### config.mk
export PLATFORM = sky130hd
export DESIGN_NAME = rdt_receiver_session_fsm_top_flat
export DESIGN_NICKNAME = d
export VERILOG_FILES = /design/src/design/rdt_pkg.sv /design/src/design/rdt_if.sv /design/src/design/rdt_receiver_session_fsm_top.sv /design/src/design/rdt_front.sv /design/src/design/rdt_fifo.sv /design/src/design/rdt_back.sv /design/src/flat_wrapper.sv
export SDC_FILE = /design/constraint.sdc
export NUM_CORES = 1
export LEC_CHECK = 0
export ABC_AREA = 0
export ABC_CLOCK_PERIOD_IN_PS = 24100
export BUFFER_PORTS_ARGS = -buffer_cell sky130_fd_sc_hd__clkbuf_2
export CAP_MARGIN = 20
export CORE_ASPECT_RATIO = 0.6
export CORE_MARGIN = 5
export CORE_UTILIZATION = 45
export DETAILED_ROUTE_END_ITERATION = 6
export GPL_TIMING_DRIVEN = 0
export PLACE_DENSITY = 0.69
export SLEW_MARGIN = 20
export SYNTH_ARGS = -nofsm -noshare
export SYNTH_HDL_FRONTEND = slang
export SYNTH_HIERARCHICAL = 1
export SYNTH_SLANG_ARGS = --single-unit
export TNS_END_PERCENT = 10
### constraint.sdc
create_clock -name clk_i -period 24.1 [get_ports clk_i]
set_input_delay 2.41 -clock clk_i [delete_from_list [all_inputs] [get_ports clk_i]]
set_output_delay 2.41 -clock clk_i [all_outputs]
set_load 0.05 [all_outputs]
### src/design/rdt_pkg.sv
// ----------------------------------------------------------------------------
// rdt_pkg
// shared widths, codes and types of the receiver session block
// ----------------------------------------------------------------------------
package rdt_pkg;

  // field widths
  localparam int unsigned OP_W     = 2;
  localparam int unsigned KIND_W   = 3;
  localparam int unsigned SEQ_W    = 32;
  localparam int unsigned CID_W    = 16;
  localparam int unsigned RKIND_W  = 2;
  localparam int unsigned STATUS_W = 2;
  localparam int unsigned PHASE_W  = 3;
  localparam int unsigned PROG_W   = 20;
  localparam int unsigned IDLE_W   = 16;

  // configuration port
  localparam int unsigned CFG_IDX_W  = 2;
  localparam int unsigned CFG_DATA_W = 20;
  localparam logic [CFG_IDX_W-1:0] CFG_PROG_TIMEOUT = 2'd0;
  localparam logic [CFG_IDX_W-1:0] CFG_RTX_INTERVAL = 2'd1;
  localparam logic [PROG_W-1:0] PROG_TIMEOUT_RST = 20'd10000;
  localparam logic [IDLE_W-1:0] RTX_INTERVAL_RST = 16'd250;

  // operation codes
  localparam logic [OP_W-1:0] OP_HEADER = 2'd0;
  localparam logic [OP_W-1:0] OP_TICK   = 2'd1;
  localparam logic [OP_W-1:0] OP_STOP   = 2'd2;

  // received header kinds
  localparam logic [KIND_W-1:0] KIND_SYN   = 3'd0;
  localparam logic [KIND_W-1:0] KIND_ACK   = 3'd1;
  localparam logic [KIND_W-1:0] KIND_DATA  = 3'd2;
  localparam logic [KIND_W-1:0] KIND_FIN   = 3'd3;
  localparam logic [KIND_W-1:0] KIND_OTHER = 3'd4;

  // reply kinds
  localparam logic [RKIND_W-1:0] REPLY_SYNACK = 2'd0;
  localparam logic [RKIND_W-1:0] REPLY_ACK    = 2'd1;
  localparam logic [RKIND_W-1:0] REPLY_FINACK = 2'd2;

  // exit status
  localparam logic [STATUS_W-1:0] ST_CLEAN   = 2'd0;
  localparam logic [STATUS_W-1:0] ST_TIMEOUT = 2'd1;
  localparam logic [STATUS_W-1:0] ST_STOP    = 2'd2;

  // session phases
  localparam logic [PHASE_W-1:0] PH_LISTEN      = 3'd0;
  localparam logic [PHASE_W-1:0] PH_HANDSHAKE   = 3'd1;
  localparam logic [PHASE_W-1:0] PH_ESTABLISHED = 3'd2;
  localparam logic [PHASE_W-1:0] PH_LASTACK     = 3'd3;
  localparam logic [PHASE_W-1:0] PH_DONE        = 3'd4;

  // queue between front and back
  localparam int unsigned FIFO_DEPTH = 2;
  localparam int unsigned FIFO_PTR_W = $clog2(FIFO_DEPTH);
  localparam int unsigned FIFO_CNT_W = $clog2(FIFO_DEPTH + 1);

  typedef enum logic [1:0] {
    CMD_HDR,
    CMD_TICK,
    CMD_STOP,
    CMD_NOP
  } cmd_e;

  // classified item as queued for the back end
  typedef struct packed {
    cmd_e              cmd;
    logic [KIND_W-1:0] kind;
    logic [SEQ_W-1:0]  seq;
    logic [SEQ_W-1:0]  seq_p1;
    logic [SEQ_W-1:0]  ack;
    logic [CID_W-1:0]  conn_id;
    logic [CID_W-1:0]  new_conn_id;
    logic [SEQ_W-1:0]  new_seq;
  } item_t;

  typedef struct packed {
    logic full;
    logic empty;
  } q_status_t;

endpackage

### src/design/rdt_if.sv
// ----------------------------------------------------------------------------
// rdt channel interfaces
// input item, result item and configuration write channels
// ----------------------------------------------------------------------------
interface rdt_in_if;
  import rdt_pkg::*;
  logic              valid;
  logic              ready;
  logic [OP_W-1:0]   operation;
  logic [KIND_W-1:0] pkt_kind;
  logic [SEQ_W-1:0]  pkt_seq;
  logic [SEQ_W-1:0]  pkt_ack;
  logic [CID_W-1:0]  pkt_conn_id;
  logic [CID_W-1:0]  new_conn_id;
  logic [SEQ_W-1:0]  new_seq;

  modport source (
    output valid, operation, pkt_kind, pkt_seq, pkt_ack, pkt_conn_id, new_conn_id,
           new_seq,
    input  ready
  );
  modport sink (
    input  valid, operation, pkt_kind, pkt_seq, pkt_ack, pkt_conn_id, new_conn_id,
           new_seq,
    output ready
  );
endinterface

interface rdt_out_if;
  import rdt_pkg::*;
  logic                valid;
  logic                ready;
  logic                send_valid;
  logic [RKIND_W-1:0]  send_kind;
  logic [SEQ_W-1:0]    send_seq;
  logic [SEQ_W-1:0]    send_ack;
  logic [CID_W-1:0]    send_conn_id;
  logic                deliver_payload;
  logic                session_done;
  logic [STATUS_W-1:0] exit_status;
  logic [PHASE_W-1:0]  phase;

  modport source (
    output valid, send_valid, send_kind, send_seq, send_ack, send_conn_id,
           deliver_payload, session_done, exit_status, phase,
    input  ready
  );
  modport sink (
    input  valid, send_valid, send_kind, send_seq, send_ack, send_conn_id,
           deliver_payload, session_done, exit_status, phase,
    output ready
  );
endinterface

interface rdt_cfg_if;
  import rdt_pkg::*;
  logic                  valid;
  logic                  ready;
  logic [CFG_IDX_W-1:0]  index;
  logic [CFG_DATA_W-1:0] data;

  modport source (output valid, index, data, input ready);
  modport sink (input valid, index, data, output ready);
endinterface

### src/design/rdt_receiver_session_fsm_top.sv
// ----------------------------------------------------------------------------
// rdt_receiver_session_fsm_top
// receiver side of a reliable transfer session with three-way handshake
// ----------------------------------------------------------------------------
// Each input transaction is one decoded header, one millisecond tick or a
// stop request, and each one yields exactly one result transaction that shows
// the reply header to send (if any), whether a DATA payload is delivered, and
// the session phase and exit status after the item. The block takes one item
// per clock cycle when the result side keeps up; a result passes through the
// front queue and then the result register before it is presented. The rate
// is set by the back end, which updates the whole session state at once for
// each item. When results are not taken, the two-entry queue fills and
// in_i.ready drops once both entries are held. Configuration writes
// are always accepted (cfg_i.ready is tied high) and are meant to happen while
// no item is in flight; writes to an index beyond the two registers are taken
// and dropped. Session state and configuration come out of reset directly,
// with no clearing pass.
module rdt_receiver_session_fsm_top (
  input  logic      clk_i,
  input  logic      rst_ni,
  rdt_in_if.sink    in_i,
  rdt_cfg_if.sink   cfg_i,
  rdt_out_if.source out_o
);
  import rdt_pkg::*;

  // front to queue
  logic      push;
  item_t     push_item;
  // queue to back
  logic      pop;
  item_t     pop_item;
  q_status_t q_status;

  // decode operation and kind, precompute the sequence successor
  rdt_front u_front (
    .in_i        (in_i),
    .q_status_i  (q_status),
    .push_o      (push),
    .push_item_o (push_item)
  );

  // decouples acceptance from result back-pressure
  rdt_fifo u_fifo (
    .clk_i       (clk_i),
    .rst_ni      (rst_ni),
    .push_i      (push),
    .push_item_i (push_item),
    .pop_i       (pop),
    .pop_item_o  (pop_item),
    .q_status_o  (q_status)
  );

  // session state machine, timers and result register
  rdt_back u_back (
    .clk_i      (clk_i),
    .rst_ni     (rst_ni),
    .cfg_i      (cfg_i),
    .item_i     (pop_item),
    .q_status_i (q_status),
    .pop_o      (pop),
    .out_o      (out_o)
  );

endmodule

### src/design/rdt_front.sv
// ----------------------------------------------------------------------------
// rdt_front
// accepts input transactions and classifies them for the back end
// ----------------------------------------------------------------------------
module rdt_front (
  rdt_in_if.sink            in_i,
  input  rdt_pkg::q_status_t q_status_i,
  output logic              push_o,
  output rdt_pkg::item_t    push_item_o
);
  import rdt_pkg::*;

  cmd_e              cmd;
  logic [KIND_W-1:0] kind;

  assign in_i.ready = !q_status_i.full;
  assign push_o     = in_i.valid && !q_status_i.full;

  always_comb begin
    case (in_i.operation)
      OP_HEADER: cmd = CMD_HDR;
      OP_TICK:   cmd = CMD_TICK;
      OP_STOP:   cmd = CMD_STOP;
      default:   cmd = CMD_NOP;
    endcase
  end

  // all flag combinations outside the known four fold into one code
  always_comb begin
    case (in_i.pkt_kind)
      KIND_SYN:  kind = KIND_SYN;
      KIND_ACK:  kind = KIND_ACK;
      KIND_DATA: kind = KIND_DATA;
      KIND_FIN:  kind = KIND_FIN;
      default:   kind = KIND_OTHER;
    endcase
  end

  always_comb begin
    push_item_o.cmd         = cmd;
    push_item_o.kind        = kind;
    push_item_o.seq         = in_i.pkt_seq;
    push_item_o.seq_p1      = in_i.pkt_seq + 1'b1;
    push_item_o.ack         = in_i.pkt_ack;
    push_item_o.conn_id     = in_i.pkt_conn_id;
    push_item_o.new_conn_id = in_i.new_conn_id;
    push_item_o.new_seq     = in_i.new_seq;
  end

endmodule

### src/design/rdt_fifo.sv
// ----------------------------------------------------------------------------
// rdt_fifo
// short queue of classified items between front and back
// ----------------------------------------------------------------------------
module rdt_fifo (
  input  logic               clk_i,
  input  logic               rst_ni,
  input  logic               push_i,
  input  rdt_pkg::item_t     push_item_i,
  input  logic               pop_i,
  output rdt_pkg::item_t     pop_item_o,
  output rdt_pkg::q_status_t q_status_o
);
  import rdt_pkg::*;

  item_t                 mem_q [FIFO_DEPTH];
  logic [FIFO_PTR_W-1:0] wr_ptr_q, wr_ptr_d;
  logic [FIFO_PTR_W-1:0] rd_ptr_q, rd_ptr_d;
  logic [FIFO_CNT_W-1:0] count_q, count_d;

  function automatic logic [FIFO_PTR_W-1:0] ptr_inc(input logic [FIFO_PTR_W-1:0] p);
    logic [FIFO_PTR_W-1:0] r;
    if (p == FIFO_PTR_W'(FIFO_DEPTH - 1)) begin
      r = '0;
    end else begin
      r = p + 1'b1;
    end
    return r;
  endfunction

  assign q_status_o.full  = (count_q == FIFO_CNT_W'(FIFO_DEPTH));
  assign q_status_o.empty = (count_q == '0);
  assign pop_item_o       = mem_q[rd_ptr_q];

  always_comb begin
    wr_ptr_d = push_i ? ptr_inc(wr_ptr_q) : wr_ptr_q;
    rd_ptr_d = pop_i ? ptr_inc(rd_ptr_q) : rd_ptr_q;
    count_d  = count_q;
    if (push_i && !pop_i) begin
      count_d = count_q + 1'b1;
    end else if (pop_i && !push_i) begin
      count_d = count_q - 1'b1;
    end
  end

  always_ff @(posedge clk_i or negedge rst_ni) begin
    if (!rst_ni) begin
      wr_ptr_q <= '0;
      rd_ptr_q <= '0;
      count_q  <= '0;
    end else begin
      wr_ptr_q <= wr_ptr_d;
      rd_ptr_q <= rd_ptr_d;
      count_q  <= count_d;
    end
  end

  always_ff @(posedge clk_i) begin
    if (push_i) begin
      mem_q[wr_ptr_q] <= push_item_i;
    end
  end

endmodule

### src/design/rdt_back.sv
// ----------------------------------------------------------------------------
// rdt_back
// session state machine, timers, configuration and result register
// ----------------------------------------------------------------------------
module rdt_back (
  input  logic               clk_i,
  input  logic               rst_ni,
  rdt_cfg_if.sink            cfg_i,
  input  rdt_pkg::item_t     item_i,
  input  rdt_pkg::q_status_t q_status_i,
  output logic               pop_o,
  rdt_out_if.source          out_o
);
  import rdt_pkg::*;

  // configuration
  logic [PROG_W-1:0] prog_timeout_q;
  logic [IDLE_W-1:0] rtx_interval_q;

  // session state
  logic [PHASE_W-1:0]  phase_q, phase_d;
  logic [CID_W-1:0]    conn_q, conn_d;
  logic [SEQ_W-1:0]    seq_q, seq_d;
  logic [SEQ_W-1:0]    ack_q, ack_d;
  logic [PROG_W-1:0]   prog_q, prog_d;
  logic [IDLE_W-1:0]   idle_q, idle_d;
  logic [STATUS_W-1:0] status_q, status_d;

  // result register
  logic                out_valid_q;
  logic                tx_valid_q, tx_valid;
  logic [RKIND_W-1:0]  tx_kind_q, tx_kind;
  logic [SEQ_W-1:0]    tx_seq_q;
  logic [SEQ_W-1:0]    tx_ack_q;
  logic [CID_W-1:0]    tx_cid_q;
  logic                deliver_q, deliver;

  logic              cid_ok;
  logic [SEQ_W-1:0]  own_seq_p1;
  logic              final_ack_ok;
  logic [PROG_W-1:0] prog_inc;
  logic [IDLE_W-1:0] idle_inc;

  assign cfg_i.ready = 1'b1;
  assign pop_o       = !q_status_i.empty && (!out_valid_q || out_o.ready);

  assign cid_ok       = (item_i.conn_id == conn_q);
  assign own_seq_p1   = seq_q + 1'b1;
  assign final_ack_ok = cid_ok && (item_i.ack == own_seq_p1) && (item_i.seq == ack_q);
  assign prog_inc     = (prog_q == '1) ? prog_q : prog_q + 1'b1;
  assign idle_inc     = (idle_q == '1) ? idle_q : idle_q + 1'b1;

  always_comb begin
    phase_d  = phase_q;
    conn_d   = conn_q;
    seq_d    = seq_q;
    ack_d    = ack_q;
    prog_d   = prog_q;
    idle_d   = idle_q;
    status_d = status_q;
    tx_valid = 1'b0;
    tx_kind  = REPLY_SYNACK;
    deliver  = 1'b0;
    if (phase_q != PH_DONE) begin
      case (item_i.cmd)
        CMD_HDR: begin
          idle_d = '0;
          case (phase_q)
            PH_LISTEN: begin
              if (item_i.kind == KIND_SYN) begin
                conn_d   = item_i.new_conn_id;
                seq_d    = item_i.new_seq;
                ack_d    = item_i.seq_p1;
                tx_valid = 1'b1;
                tx_kind  = REPLY_SYNACK;
                prog_d   = '0;
                phase_d  = PH_HANDSHAKE;
              end
            end
            PH_HANDSHAKE: begin
              if (item_i.kind == KIND_SYN && item_i.seq_p1 == ack_q) begin
                tx_valid = 1'b1;
                tx_kind  = REPLY_SYNACK;
              end else if ((item_i.kind == KIND_ACK || item_i.kind == KIND_DATA)
                           && final_ack_ok) begin
                prog_d  = '0;
                phase_d = PH_ESTABLISHED;
              end
            end
            PH_ESTABLISHED: begin
              if (item_i.kind == KIND_FIN && cid_ok && item_i.seq == ack_q) begin
                ack_d    = item_i.seq_p1;
                tx_valid = 1'b1;
                tx_kind  = REPLY_FINACK;
                prog_d   = '0;
                phase_d  = PH_LASTACK;
              end else if (item_i.kind == KIND_DATA && cid_ok) begin
                // in order: deliver and advance, ahead: only counts as progress
                if (item_i.seq == ack_q) begin
                  deliver = 1'b1;
                  ack_d   = item_i.seq_p1;
                  prog_d  = '0;
                end else if (item_i.seq > ack_q) begin
                  prog_d = '0;
                end
                tx_valid = 1'b1;
                tx_kind  = REPLY_ACK;
              end
            end
            PH_LASTACK: begin
              if (item_i.kind == KIND_FIN && cid_ok && item_i.seq_p1 == ack_q) begin
                tx_valid = 1'b1;
                tx_kind  = REPLY_FINACK;
              end else if (item_i.kind == KIND_ACK && final_ack_ok) begin
                prog_d   = '0;
                phase_d  = PH_DONE;
                status_d = ST_CLEAN;
              end
            end
            default: begin
            end
          endcase
        end
        CMD_TICK: begin
          prog_d = prog_inc;
          idle_d = idle_inc;
          if (prog_inc >= prog_timeout_q) begin
            phase_d  = PH_DONE;
            status_d = (phase_q == PH_LASTACK) ? ST_CLEAN : ST_TIMEOUT;
          end else if (phase_q == PH_LASTACK && idle_inc >= rtx_interval_q) begin
            tx_valid = 1'b1;
            tx_kind  = REPLY_FINACK;
            idle_d   = '0;
          end
        end
        CMD_STOP: begin
          phase_d  = PH_DONE;
          status_d = ST_STOP;
        end
        default: begin
        end
      endcase
    end
  end

  always_ff @(posedge clk_i or negedge rst_ni) begin
    if (!rst_ni) begin
      prog_timeout_q <= PROG_TIMEOUT_RST;
      rtx_interval_q <= RTX_INTERVAL_RST;
    end else if (cfg_i.valid) begin
      if (cfg_i.index == CFG_PROG_TIMEOUT) begin
        prog_timeout_q <= cfg_i.data[PROG_W-1:0];
      end else if (cfg_i.index == CFG_RTX_INTERVAL) begin
        rtx_interval_q <= cfg_i.data[IDLE_W-1:0];
      end
    end
  end

  always_ff @(posedge clk_i or negedge rst_ni) begin
    if (!rst_ni) begin
      phase_q  <= PH_LISTEN;
      conn_q   <= '0;
      seq_q    <= '0;
      ack_q    <= '0;
      prog_q   <= '0;
      idle_q   <= '0;
      status_q <= ST_CLEAN;
    end else if (pop_o) begin
      phase_q  <= phase_d;
      conn_q   <= conn_d;
      seq_q    <= seq_d;
      ack_q    <= ack_d;
      prog_q   <= prog_d;
      idle_q   <= idle_d;
      status_q <= status_d;
    end
  end

  always_ff @(posedge clk_i or negedge rst_ni) begin
    if (!rst_ni) begin
      out_valid_q <= 1'b0;
    end else if (pop_o) begin
      out_valid_q <= 1'b1;
    end else if (out_o.ready) begin
      out_valid_q <= 1'b0;
    end
  end

  always_ff @(posedge clk_i) begin
    if (pop_o) begin
      tx_valid_q <= tx_valid;
      tx_kind_q  <= tx_valid ? tx_kind : '0;
      tx_seq_q   <= tx_valid ? seq_d : '0;
      tx_ack_q   <= tx_valid ? ack_d : '0;
      tx_cid_q   <= tx_valid ? conn_d : '0;
      deliver_q  <= deliver;
    end
  end

  assign out_o.valid           = out_valid_q;
  assign out_o.send_valid      = tx_valid_q;
  assign out_o.send_kind       = tx_kind_q;
  assign out_o.send_seq        = tx_seq_q;
  assign out_o.send_ack        = tx_ack_q;
  assign out_o.send_conn_id    = tx_cid_q;
  assign out_o.deliver_payload = deliver_q;
  assign out_o.session_done    = (phase_q == PH_DONE);
  assign out_o.exit_status     = status_q;
  assign out_o.phase           = phase_q;

endmodule

### src/flat_wrapper.sv
// flat-port wrapper written by rule: the top's interface ports become plain ports
module rdt_receiver_session_fsm_top_flat import rdt_pkg::*;
  (clk_i, rst_ni, in_i_valid, in_i_operation, in_i_pkt_kind, in_i_pkt_seq, in_i_pkt_ack, in_i_pkt_conn_id, in_i_new_conn_id, in_i_new_seq, in_i_ready, cfg_i_valid, cfg_i_index, cfg_i_data, cfg_i_ready, out_o_valid, out_o_send_valid, out_o_send_kind, out_o_send_seq, out_o_send_ack, out_o_send_conn_id, out_o_deliver_payload, out_o_session_done, out_o_exit_status, out_o_phase, out_o_ready);
  rdt_in_if in_i_i ();
  rdt_cfg_if cfg_i_i ();
  rdt_out_if out_o_i ();
  input  logic clk_i;
  input  logic rst_ni;
  input wire logic [$bits(in_i_i.valid)-1:0] in_i_valid;
  input wire logic [$bits(in_i_i.operation)-1:0] in_i_operation;
  input wire logic [$bits(in_i_i.pkt_kind)-1:0] in_i_pkt_kind;
  input wire logic [$bits(in_i_i.pkt_seq)-1:0] in_i_pkt_seq;
  input wire logic [$bits(in_i_i.pkt_ack)-1:0] in_i_pkt_ack;
  input wire logic [$bits(in_i_i.pkt_conn_id)-1:0] in_i_pkt_conn_id;
  input wire logic [$bits(in_i_i.new_conn_id)-1:0] in_i_new_conn_id;
  input wire logic [$bits(in_i_i.new_seq)-1:0] in_i_new_seq;
  output wire logic [$bits(in_i_i.ready)-1:0] in_i_ready;
  input wire logic [$bits(cfg_i_i.valid)-1:0] cfg_i_valid;
  input wire logic [$bits(cfg_i_i.index)-1:0] cfg_i_index;
  input wire logic [$bits(cfg_i_i.data)-1:0] cfg_i_data;
  output wire logic [$bits(cfg_i_i.ready)-1:0] cfg_i_ready;
  output wire logic [$bits(out_o_i.valid)-1:0] out_o_valid;
  output wire logic [$bits(out_o_i.send_valid)-1:0] out_o_send_valid;
  output wire logic [$bits(out_o_i.send_kind)-1:0] out_o_send_kind;
  output wire logic [$bits(out_o_i.send_seq)-1:0] out_o_send_seq;
  output wire logic [$bits(out_o_i.send_ack)-1:0] out_o_send_ack;
  output wire logic [$bits(out_o_i.send_conn_id)-1:0] out_o_send_conn_id;
  output wire logic [$bits(out_o_i.deliver_payload)-1:0] out_o_deliver_payload;
  output wire logic [$bits(out_o_i.session_done)-1:0] out_o_session_done;
  output wire logic [$bits(out_o_i.exit_status)-1:0] out_o_exit_status;
  output wire logic [$bits(out_o_i.phase)-1:0] out_o_phase;
  input wire logic [$bits(out_o_i.ready)-1:0] out_o_ready;
  assign in_i_i.valid = in_i_valid;
  assign in_i_i.operation = in_i_operation;
  assign in_i_i.pkt_kind = in_i_pkt_kind;
  assign in_i_i.pkt_seq = in_i_pkt_seq;
  assign in_i_i.pkt_ack = in_i_pkt_ack;
  assign in_i_i.pkt_conn_id = in_i_pkt_conn_id;
  assign in_i_i.new_conn_id = in_i_new_conn_id;
  assign in_i_i.new_seq = in_i_new_seq;
  assign in_i_ready = in_i_i.ready;
  assign cfg_i_i.valid = cfg_i_valid;
  assign cfg_i_i.index = cfg_i_index;
  assign cfg_i_i.data = cfg_i_data;
  assign cfg_i_ready = cfg_i_i.ready;
  assign out_o_valid = out_o_i.valid;
  assign out_o_send_valid = out_o_i.send_valid;
  assign out_o_send_kind = out_o_i.send_kind;
  assign out_o_send_seq = out_o_i.send_seq;
  assign out_o_send_ack = out_o_i.send_ack;
  assign out_o_send_conn_id = out_o_i.send_conn_id;
  assign out_o_deliver_payload = out_o_i.deliver_payload;
  assign out_o_session_done = out_o_i.session_done;
  assign out_o_exit_status = out_o_i.exit_status;
  assign out_o_phase = out_o_i.phase;
  assign out_o_i.ready = out_o_ready;
  rdt_receiver_session_fsm_top u_core (.clk_i(clk_i), .rst_ni(rst_ni), .in_i(in_i_i), .cfg_i(cfg_i_i), .out_o(out_o_i));
endmodule
# After elaboration in Yosys (flattened, before gate mapping)
# Memories as Yosys holds them, arrays and structs flattened.
# Cells that the tools add are included.
# Widths: inputs -> output; s select.
[op_classes] n_reduce_logical=40 n_eq_ne=36 add_sub_neg=8 muxes=74 n_bitwise=5 n_lt_le_gt_ge=3
[op_table] op="$mux 32" count=10
[op_table] op="$mux 20" count=10
[op_table] op="$mux 16" count=7
[op_table] op="$eq 32x32->1" count=3
[op_table] op="$pmux 20 s4" count=1
[op_table] op="$add 32x1->32 const B" count=2
[op_table] op="$pmux 32 s2" count=1
[op_table] op="$pmux 20 s2" count=1
[op_table] op="$gt 32x32->1" count=1
[op_table] op="$pmux 16 s2" count=1
[op_table] op="$pmux 3 s4" count=2
[op_table] op="$reduce_and 11->1" count=2
[op_table] op="$mux 3" count=7
[op_table] op="$ne 3x3->1 const B" count=7
[op_table] op="$add 20x1->20 const B" count=1
[op_table] op="$eq 20x20->1 const B" count=1
[op_table] op="$ge 20x20->1" count=1
[op_table] op="$mux 2" count=10
[op_table] op="$eq 3x2->1 const B" count=6
[op_table] op="$mux 1" count=17
[op_table] op="$add 16x1->16 const B" count=1
[op_table] op="$eq 16x16->1" count=1
[op_table] op="$eq 16x16->1 const B" count=1
[op_table] op="$ge 16x16->1" count=1
[op_table] op="28 further kinds" count=71
[word_totals] memories=1 ram_bits=330 inputBits=160 ff_bits=246 elab_cells=186
[memory_table] name="u_core.u_fifo.mem_q" depth=2 word_bits=165 read_ports=1 rd_clocked_by_memory_dff=0 wr=1 line="rdt_fifo.sv:16" text="item_t mem_q [FIFO_DEPTH];"

# Longest topological paths before layout
# Gate-level depths: netlist of the first run.
[logic_depth] word_depth=9 depth_mapped=20 ltp_nobuf=17

# Cells and area by module
# The synthesis of the first run kept the hierarchy.
[modules_own_cells] module="rdt_back" area_each_um2=14303.7 n_inst=1 cells_each=1506 seq_area_each_um2=6490.0
[modules_own_cells] module="rdt_fifo" area_each_um2=12136.6 n_inst=1 cells_each=529 seq_area_each_um2=10009.6
[modules_own_cells] module="rdt_front" area_each_um2=1586.5 n_inst=1 cells_each=218 seq_area_each_um2=0.0

# Worst setup path after synthesis of the first run
# OpenSTA, ideal clock, no wires.
[synth_path] kind="in2reg" startpoint="in in_i_valid" endpoint="mem u_core/u_fifo/mem_q[0][0] (netlist name), enable pin" setup_time_ns=0.712 arrival_time_ns=9.924 path_slack_ns=13.464 path_stages=2 path_cell_list="nor2b_1 -> nor2b_1"
[synth_between] elab_chain_cells=3
[synth_lines] element="start, declared" line="flat_wrapper.sv:9" text="input wire logic [$bits(in_i_i.valid)-1:0] in_i_valid;"
[synth_lines] element="$logic_and 1x1->1" line="rdt_front.sv:17" text="assign push_o = in_i.valid && !q_status_i.full;"
[synth_lines] element="$mux 1" line="rdt_fifo.sv:59" text="if (push_i) begin"
[synth_lines] element="$mux 1 (not written as such)" line="rdt_fifo.sv:60" text="mem_q[wr_ptr_q] <= push_item_i;"
[synth_lines] element="end, declared" line="rdt_fifo.sv:16"
# No other way between the ends.

# Final worst setup path of the first run
[layout_path] startpoint="reg u_core.u_back.prog_q[4]" endpoint="reg u_core.u_back.tx_ack_q[29], in the netlist u_core/u_back/out_o.send_ack[29] (data pin)"
[layout_between] elab_chain_cells=6
[layout_lines] element="start, declared" line="rdt_back.sv:25" text="logic [PROG_W-1:0] prog_q, prog_d;"
[layout_lines] element="start signal, assigned" line="rdt_back.sv:173" text="prog_q <= prog_d;"
[layout_lines] element="$add 20x1->20 / $eq 20x20->1 (equally long branches)" line="rdt_back.sv:50" text="assign prog_inc = (prog_q == '1) ? prog_q : prog_q + 1'b1;"
[layout_lines] element="$mux 20 (*)" line="rdt_back.sv:50"
[layout_lines] element="$ge 20x20->1 (*)" line="rdt_back.sv:127" text="if (prog_inc >= prog_timeout_q) begin"
[layout_lines] element="$mux 1 (*)" line="rdt_back.sv:127"
[layout_lines] element="$pmux 1 s2 (*)" line="rdt_back.sv:65" text="case (item_i.cmd)"
[layout_lines] element="$mux 1 (*)" line="rdt_back.sv:64" text="if (phase_q != PH_DONE) begin"
[layout_lines] element="end signal, assigned" line="rdt_back.sv:194" text="tx_ack_q <= tx_valid ? ack_d : '0;"
[layout_lines] element="end, declared" line="rdt_back.sv:34" text="logic [SEQ_W-1:0] tx_ack_q;"
# Mark *: on every way between the ends. The rest lies on a longest branch, timed or not.
# A chain may end at the register's enable or synchronous reset.

==> impl_metrics.yaml, run 1 <==
synthesis:
  synthSimpleGateAreaFrac: 0.100
  synth_xor_area_frac: 0.0444
  synth-compound-area-share: 0.0676
  synth_cells: 2253
  ys.flop_type: "edfxtp_1"
  synth-async-reset-ratio: 0.281
  syn_avg_cell_area_um2: 12.4
  synth.distinct_cells: 78
  synth_edf_count: 414
  synthAdderAreaFrac: 0.0344
  syn_nets: 2490
  synthMuxAreaShare: 0.0984
  ys_warn_count: 6
  synth_area_um2: 28000
  yosys_register_bits: 576
  synth_seq_area_share: 0.589
  synth_top_family_by_area: "simple AND/OR/NAND/NOR gates"
clocking:
  cts_tree: "done"
  clk_root_buffer_cell: "clkbuf_16"
  htree_levels: 2
  cts_resized: 0
  cts_buffers: 54
  clk_path_buf_depth: 3
  cts_sinks: 576
  post_cts_buffers: 0
  ctsHoldBuffers: 0
  clk_pin_slew_ns: 0.07
  insertion_delay_ns: 0.62
global_route:
  met1_usage: 0.317
  grt_usage: 0.209
  met2_usage: 0.316
  grt-busiest-layer: "met1"
  grtUsageMet3: 0.0394
  antenna_found_initial: 3
  grt_max_degree: 67
  grt_overflow: 0
  grt_pass1_vias: 18800
  grt_pass1_wl_mm: 111
critical_path:
  cp.buffers_inverters: 4
  cp_slowest_cell: "nor4_1"
  r2r_start: "u_core/u_back/prog_q[4]"
  crit_top_cell: "clkbuf_1"
  startpoint: "u_core/u_back/prog_q[4]"
  crit_family: "simple AND/OR/NAND/NOR gates"
  path_cells: "clkbuf_1, and4_1, nand4_1, nor4_1, or2_1, buf_2, or3_1, or3_1, nor3_1, xnor2_1, ha_1, nand4_1, o311a_1, a21oi_1, or4_1, o211a_1, clkbuf_1, clkbuf_1, a21oi_1"
  endpoint_kind: "flop"
  reg2reg_slack_ns: 17.48
  cpPeakStageDelay_ns: 0.95
  start_kind: "flop"
  ff2ff_path_depth: 19
  crit_type: "flop to flop"
  reg2reg_to: "u_core/u_back/out_o.send_ack[29]"
  crit_fanout: 10
  cp_data_arrival_time_ns: 6.93
  required_ns: 24.41
place:
  hpwl_mm: 52.9
  gp_congestion: 0.894
  io_buffers: 153
  placed_cells: 3248
outcome:
  outcome: "finished clean"
route:
  vias: 18600
  drt-pass1-iter-count: 6
  routed_wirelength_mm: 72.1
  drc: 0
  vias_per_cell: 5.54
  drtAntennaViolNets: 0
  drtIter0Drc: 1753
  routedWlPerCell_um: 21.5
floorplan:
  dieArea_um2: 67500
  core_um2: 61300
  start_util: 0.457
  ios: 253
  die_w_um: 332
  rows: 70
  die_h_um: 203
timing:
  max_slew.worst_pin.slew_ns: 1.04
  fin_crit_ns: 6.62
  slew_headroom: 0.289
  rsz0062_at_grt: "false"
  setup_viol: 0
  hold_viol_final: 0
  tns_ns: 0
  min_period_over_period: 0.275
  fin_skew_ns: 0.0203
  hold_slack_ns: 0.513
  slew_violations: 0
  clock.fmax_mhz: 151
finish:
  num_antenna_cells: 0
  area_growth_pct: 14.3
  final_cells: 3350
  layout_commonest_cell: "edfxtp_1"
  layout-drive-gt1-share: 0.269
  fin_util: 0.523
  mostFrequentLayoutCells: "414 x edfxtp_1, 284 x nand2_1, 232 x mux2_2, 153 x clkbuf_2, 151 x dfrtp_1"
  num-nets-final: 2713
worst_hold_path:
  min_from: "u_core/u_back/rtx_interval_q[9]"
  hold-path-endpoint: "u_core/u_back/rtx_interval_q[9]"
  hold_depth: 1
  hold_path_class: "flop to flop"
job:
  maxCapViolCount: 0
power:
  power_mw: 3.59
  power_density_nw_per_um2: 112
  p_leak_nw: 12.1
  ir_drop_mv: 0.0608
[how the worst max path moves through the flow]
stage                                             to  depth (start not counted)
floorplan                  u_core/u_fifo/mem_q[0][0]                          2
global placement         u_core/u_fifo/mem_q[0][151]                          3
CTS                 u_core/u_back/out_o.send_ack[31]                         19
global route        u_core/u_back/out_o.send_ack[29]                         19
finish              u_core/u_back/out_o.send_ack[29]                         19
detailed placement   u_core/u_back/out_o.send_ack[1]                         19
[cells by family (layout without fill, tap and decap cells)]
kind of cell | count (synthesis) | after routing
mux | 246 | 246
flops | 576 | 576
fa+ha+maj | 77 | 77
other cells | 1 | 1
compound gates | 308 | 308
xor+xnor | 142 | 142
buf+inv | 325 | 594
simple gates | 578 | 578
[power breakdown]
group | internal [mW] | switching, mW | leakage (nW) | total, mW
Combinational | 0.463 | 0.801 | 5.17 | 1.26
Clock | 0.511 | 0.385 | 0.900 | 0.896
Sequential | 1.33 | 0.0980 | 6.01 | 1.43
Total | 2.30 | 1.28 | 12.1 | 3.59
[state kept, by name, indices dropped and copies added, names as in the netlist, 2 cells and up]
signal                            flops
u_core/u_back/rtx_interval_q         16
u_core/u_back/out_o.phase             3
u_core/u_back/out_o.send_seq         32
u_core/u_back/idle_q                 16
u_core/u_fifo/count_q                 2
u_core/u_back/out_o.exit_status       2
u_core/u_back/conn_q                 16
u_core/u_back/out_o.send_conn_id     16
u_core/u_back/seq_q                  32
u_core/u_back/prog_timeout_q         20
u_core/u_back/prog_q                 20
u_core/u_back/out_o.send_kind         2
u_core/u_back/ack_q                  32
u_core/u_back/out_o.send_ack         32
u_core/u_fifo/mem_q                 330
[cells in the mapped netlist, drive strengths merged, types with 7 or more instances]
cell type / count / area, um2
nand3: 51 / 255
xor2: 26 / 228
a31oi: 8 / 50.1
clkbuf: 62 / 234
xnor2: 116 / 1020
edfxtp: 414 / 12400
o211ai: 16 / 120
dfrtp: 151 / 3780
nand2: 284 / 1070
o21ai: 77 / 385
nor4: 20 / 191
a211oi: 7 / 52.6
mux2: 233 / 2630
o2111ai: 7 / 61.3
nor3: 30 / 150
o31ai: 13 / 97.6
nor2: 61 / 229
mux2i: 13 / 130
or3: 11 / 68.8
and3: 16 / 100
buf: 157 / 1220
a21o: 18 / 135
ha: 77 / 963
nor2b: 10 / 62.6
nand2b: 11 / 68.8
inv: 105 / 394
dfstp: 11 / 289
a21oi: 115 / 576
nand4: 47 / 330
and4: 10 / 87.6
[area by class of cell]
type                    instances  area [um2]
plain buffers                 219        1450
clock buffers                  67        1470
clock inverters                35         383
fillers                      5206       29300
inverters                     106         403
multi-input cells            1352        9700
flip-flops and latches        576       16500
well taps                     828        1040
repair buffers                167        1100
[per-layer routing]
| layer | wire length (um) | part of all wire | vias to the layer above |
|---|---|---|---|
| met5 | 11 | 0.00015 | - |
| met4 | 1200 | 0.017 | 2 |
| met3 | 5480 | 0.076 | 90 |
| met2 | 31500 | 0.44 | 703 |
| met1 | 33900 | 0.47 | 9311 |
| li1 | - | - | 8453 |
[per-stage QoR]
step | instance area, um2 | worst slack [ns]
finish | 32000 | 17.48
global route | 32000 | 17.03
CTS | 32000 | 17.54
detailed placement | 30200 | 17.57
global placement | 29800 | 8.51
floorplan | 28000 | 13.46
Power figures use the tool's default switching activity.
==> run 2: changes to the inputs <==
--- a/config.mk
+++ b/config.mk
@@ -6,7 +6,7 @@
 export NUM_CORES = 1
 export LEC_CHECK = 0
 export ABC_AREA = 0
-export ABC_CLOCK_PERIOD_IN_PS = 24100
+export ABC_CLOCK_PERIOD_IN_PS = 5950
 export BUFFER_PORTS_ARGS = -buffer_cell sky130_fd_sc_hd__clkbuf_2
 export CAP_MARGIN = 20
 export CORE_ASPECT_RATIO = 0.6
@@ -14,7 +14,7 @@
 export CORE_UTILIZATION = 45
 export DETAILED_ROUTE_END_ITERATION = 6
 export GPL_TIMING_DRIVEN = 0
-export PLACE_DENSITY = 0.69
+export PLACE_DENSITY = 0.72
 export SLEW_MARGIN = 20
 export SYNTH_ARGS = -nofsm -noshare
 export SYNTH_HDL_FRONTEND = slang
==> constraint.sdc (replaced) <==
create_clock -name clk_i -period 5.95 [get_ports clk_i]
set_input_delay 0.595 -clock clk_i [delete_from_list [all_inputs] [get_ports clk_i]]
set_output_delay 0.595 -clock clk_i [all_outputs]
set_load 0.05 [all_outputs]
==> run 2 against run 1 <==
  * Clock power increased to 4.1 times the previous value
  * Combinational power grew to 4.1 times the previous value
  * Critical path depth shrank 1
  * Sequential power rose to 4.0 times the previous value
  * Utilization grew 0.16 points
  * Non-clock buffer count is 1 higher
  * Critical endpoint is now u_core/u_back/out_o.send_ack[22]
  * Highest routed layer is now met4
==> impl_metrics.yaml, run 2 (synthesized netlist as in run 1, its figures left out) <==
critical_path:
  crit_type: "flop to flop"
  reg2reg_slack_ns: 0.24
  cp_data_arrival_time_ns: 6.04
  cp_slowest_cell: "o211a_2"
  reg2reg_to: "u_core/u_back/out_o.send_ack[22]"
  endpoint_kind: "flop"
  ff2ff_path_depth: 18
  required_ns: 6.28
  cpPeakStageDelay_ns: 0.51
  path_cells: "clkbuf_1, and4_1, nand4_1, nor4_4, or2_1, buf_2, or3_1, or3_1, nor3_1, xnor2_1, ha_1, nand4_1, o311a_1, a21oi_1, or4_1, o211a_2, clkbuf_1, a21oi_1"
  start_kind: "flop"
  crit_fanout: 10
  r2r_start: "u_core/u_back/prog_q[4]"
timing:
  max_slew.worst_pin.slew_ns: 0.944
  fin_crit_ns: 5.71
  hold_viol_final: 0
  setup_viol: 0
  min_period_over_period: 0.959
  rsz0062_at_grt: "true"
  clock.fmax_mhz: 175
  slew_headroom: 0.354
  worst_slack_ns: 0.242
  fin_skew_ns: 0.0199
  slew_violations: 0
clocking:
  cts_sinks: 576
  cts_tree: "done"
  post_cts_buffers: 0
  clk_root_buffer_cell: "clkbuf_16"
  insertion_delay_ns: 0.62
  clk_path_buf_depth: 3
  htree_levels: 2
  cts_buffers: 55
  clk_pin_slew_ns: 0.06
finish:
  seq_area_um2: 16500
  num-nets-final: 2715
  mostFrequentLayoutCells: "414 x edfxtp_1, 284 x nand2_1, 232 x mux2_2, 158 x clkbuf_2, 151 x dfrtp_1"
  final_area_um2: 32100
  fillers: 5204
  area_growth_pct: 14.7
  multiInputGateArea_um2: 9710
  layout-drive-gt1-share: 0.272
  layout_commonest_cell: "edfxtp_1"
  final_cells: 3356
  largest-register: "u_core/u_fifo/mem_q"
  largest_reg_flops: 330
power:
  power_mw: 14.6
  p_leak_nw: 12.2
  clockPowerShare: 0.251
  pwr-share-comb: 0.352
  power_switching_share: 0.356
  pwr-share-seq: 0.397
  switchingPower_mw: 5.18
  power_density_nw_per_um2: 453
  ir_drop_mv: 0.253
  p_int_mw: 9.37
global_route:
  grt_max_degree: 66
  grt_pass1_vias: 18500
  antenna_found_initial: 3
  grt_usage: 0.208
  grt_pass1_wl_mm: 110
  grt_overflow: 0
place:
  hpwl_mm: 52.3
  dpl_cell_area_um2: 30200
  gp_congestion: 0.867
  place_ws_ns: -0.675
  placed_cells: 3249
  io_buffers: 153
floorplan:
  rows: 70
  start_util: 0.457
  dieArea_um2: 67500
  die_w_um: 332
  core_um2: 61300
  die_h_um: 203
  ios: 253
route:
  drtAntennaViolNets: 0
  routed_wirelength_mm: 72.1
  routedWlPerCell_um: 21.5
  vias_per_cell: 5.46
  vias: 18300
  drc: 0
  drtIter0Drc: 1858
  drt-pass1-iter-count: 6
outcome:
  outcome: "finished clean"
job:
  maxCapViolCount: 0
worst_hold_path:
  hold_path_class: "primary input to flop"
  min_from: "in_i_new_conn_id[1]"
  hold_depth: 1
  hold-path-endpoint: "u_core/u_fifo/mem_q[0][33]"
-- run 2: power by group through the flow --
stage / Combinational [mW] / Sequential (mW) / Clock [mW]
2_1_floorplan: 2.94 / 6.53 / 0
3_3_place_gp: 4.78 / 6.02 / 0
3_5_place_dp: 5.08 / 5.86 / 0
4_1_cts: 5.12 / 5.78 / 3.75
5_1_grt: 5.50 / 5.87 / 3.93
6_report: 5.12 / 5.78 / 3.65
-- run 2: layer usage --
metal,track usage,routed length [um]
met1,0.311,33600
met2,0.311,31600
met3,0.0439,5280
met4,0.0559,1630
met5,0,0
-- run 2: worst max-delay path: cells and delay by family, from the launching register on --
kind | cells | cell delay [ns]
xor gates and xnor gates | 1 | 0.15
AOI/OAI and AO/OA | 4 | 1.45
DFF | 1 | 0.36
adders and majority gates | 1 | 0.31
buffers and inverters | 3 | 0.79
and+or+nand+nor | 9 | 2.37
-- run 2: area by class of cell --
cell class / count / share of cell area
buffer: 218 / 0.0453
multi-input combinational: 1352 / 0.302
clock inverter: 30 / 0.0102
timing repair buffer: 169 / 0.0357
antenna: 3 / 0.000234
tap: 828 / 0.0322
clock buffer: 74 / 0.0482
sequential: 576 / 0.513
inverter: 106 / 0.0125
-- run 2: per-stage QoR --
stage	setup TNS, ns	hold WS (ns)	utilization
2_1_floorplan	0	0.299	-
3_3_place_gp	-750.21	0.471	0.487
3_5_place_dp	-32.48	0.494	0.493
6_report	0	0.168	0.524
5_1_grt	-0.400	0.121	0.524
4_1_cts	0	0.113	0.524
-- run 2: worst max path at each step --
stage / from / end / depth (start not counted)
2_1_floorplan: in_i_valid / u_core/u_fifo/mem_q[0][0] / 2
3_3_place_gp: in_i_valid / u_core/u_fifo/mem_q[0][164] / 3
3_5_place_dp: u_core/u_back/prog_q[3] / u_core/u_back/out_o.send_ack[0] / 19
4_1_cts: u_core/u_back/prog_q[3] / u_core/u_back/out_o.send_seq[14] / 18
5_1_grt: u_core/u_back/prog_q[4] / u_core/u_back/out_o.send_ack[3] / 18
6_report: u_core/u_back/prog_q[4] / u_core/u_back/out_o.send_ack[22] / 18
-- run 2: repair_timing --
action                                 in CTS  in global routing
setup endpoints to repair                  80                 81
resized for setup                           4                  9
hold buffers                                1                  0
endpoints found under the hold margin      39                  0
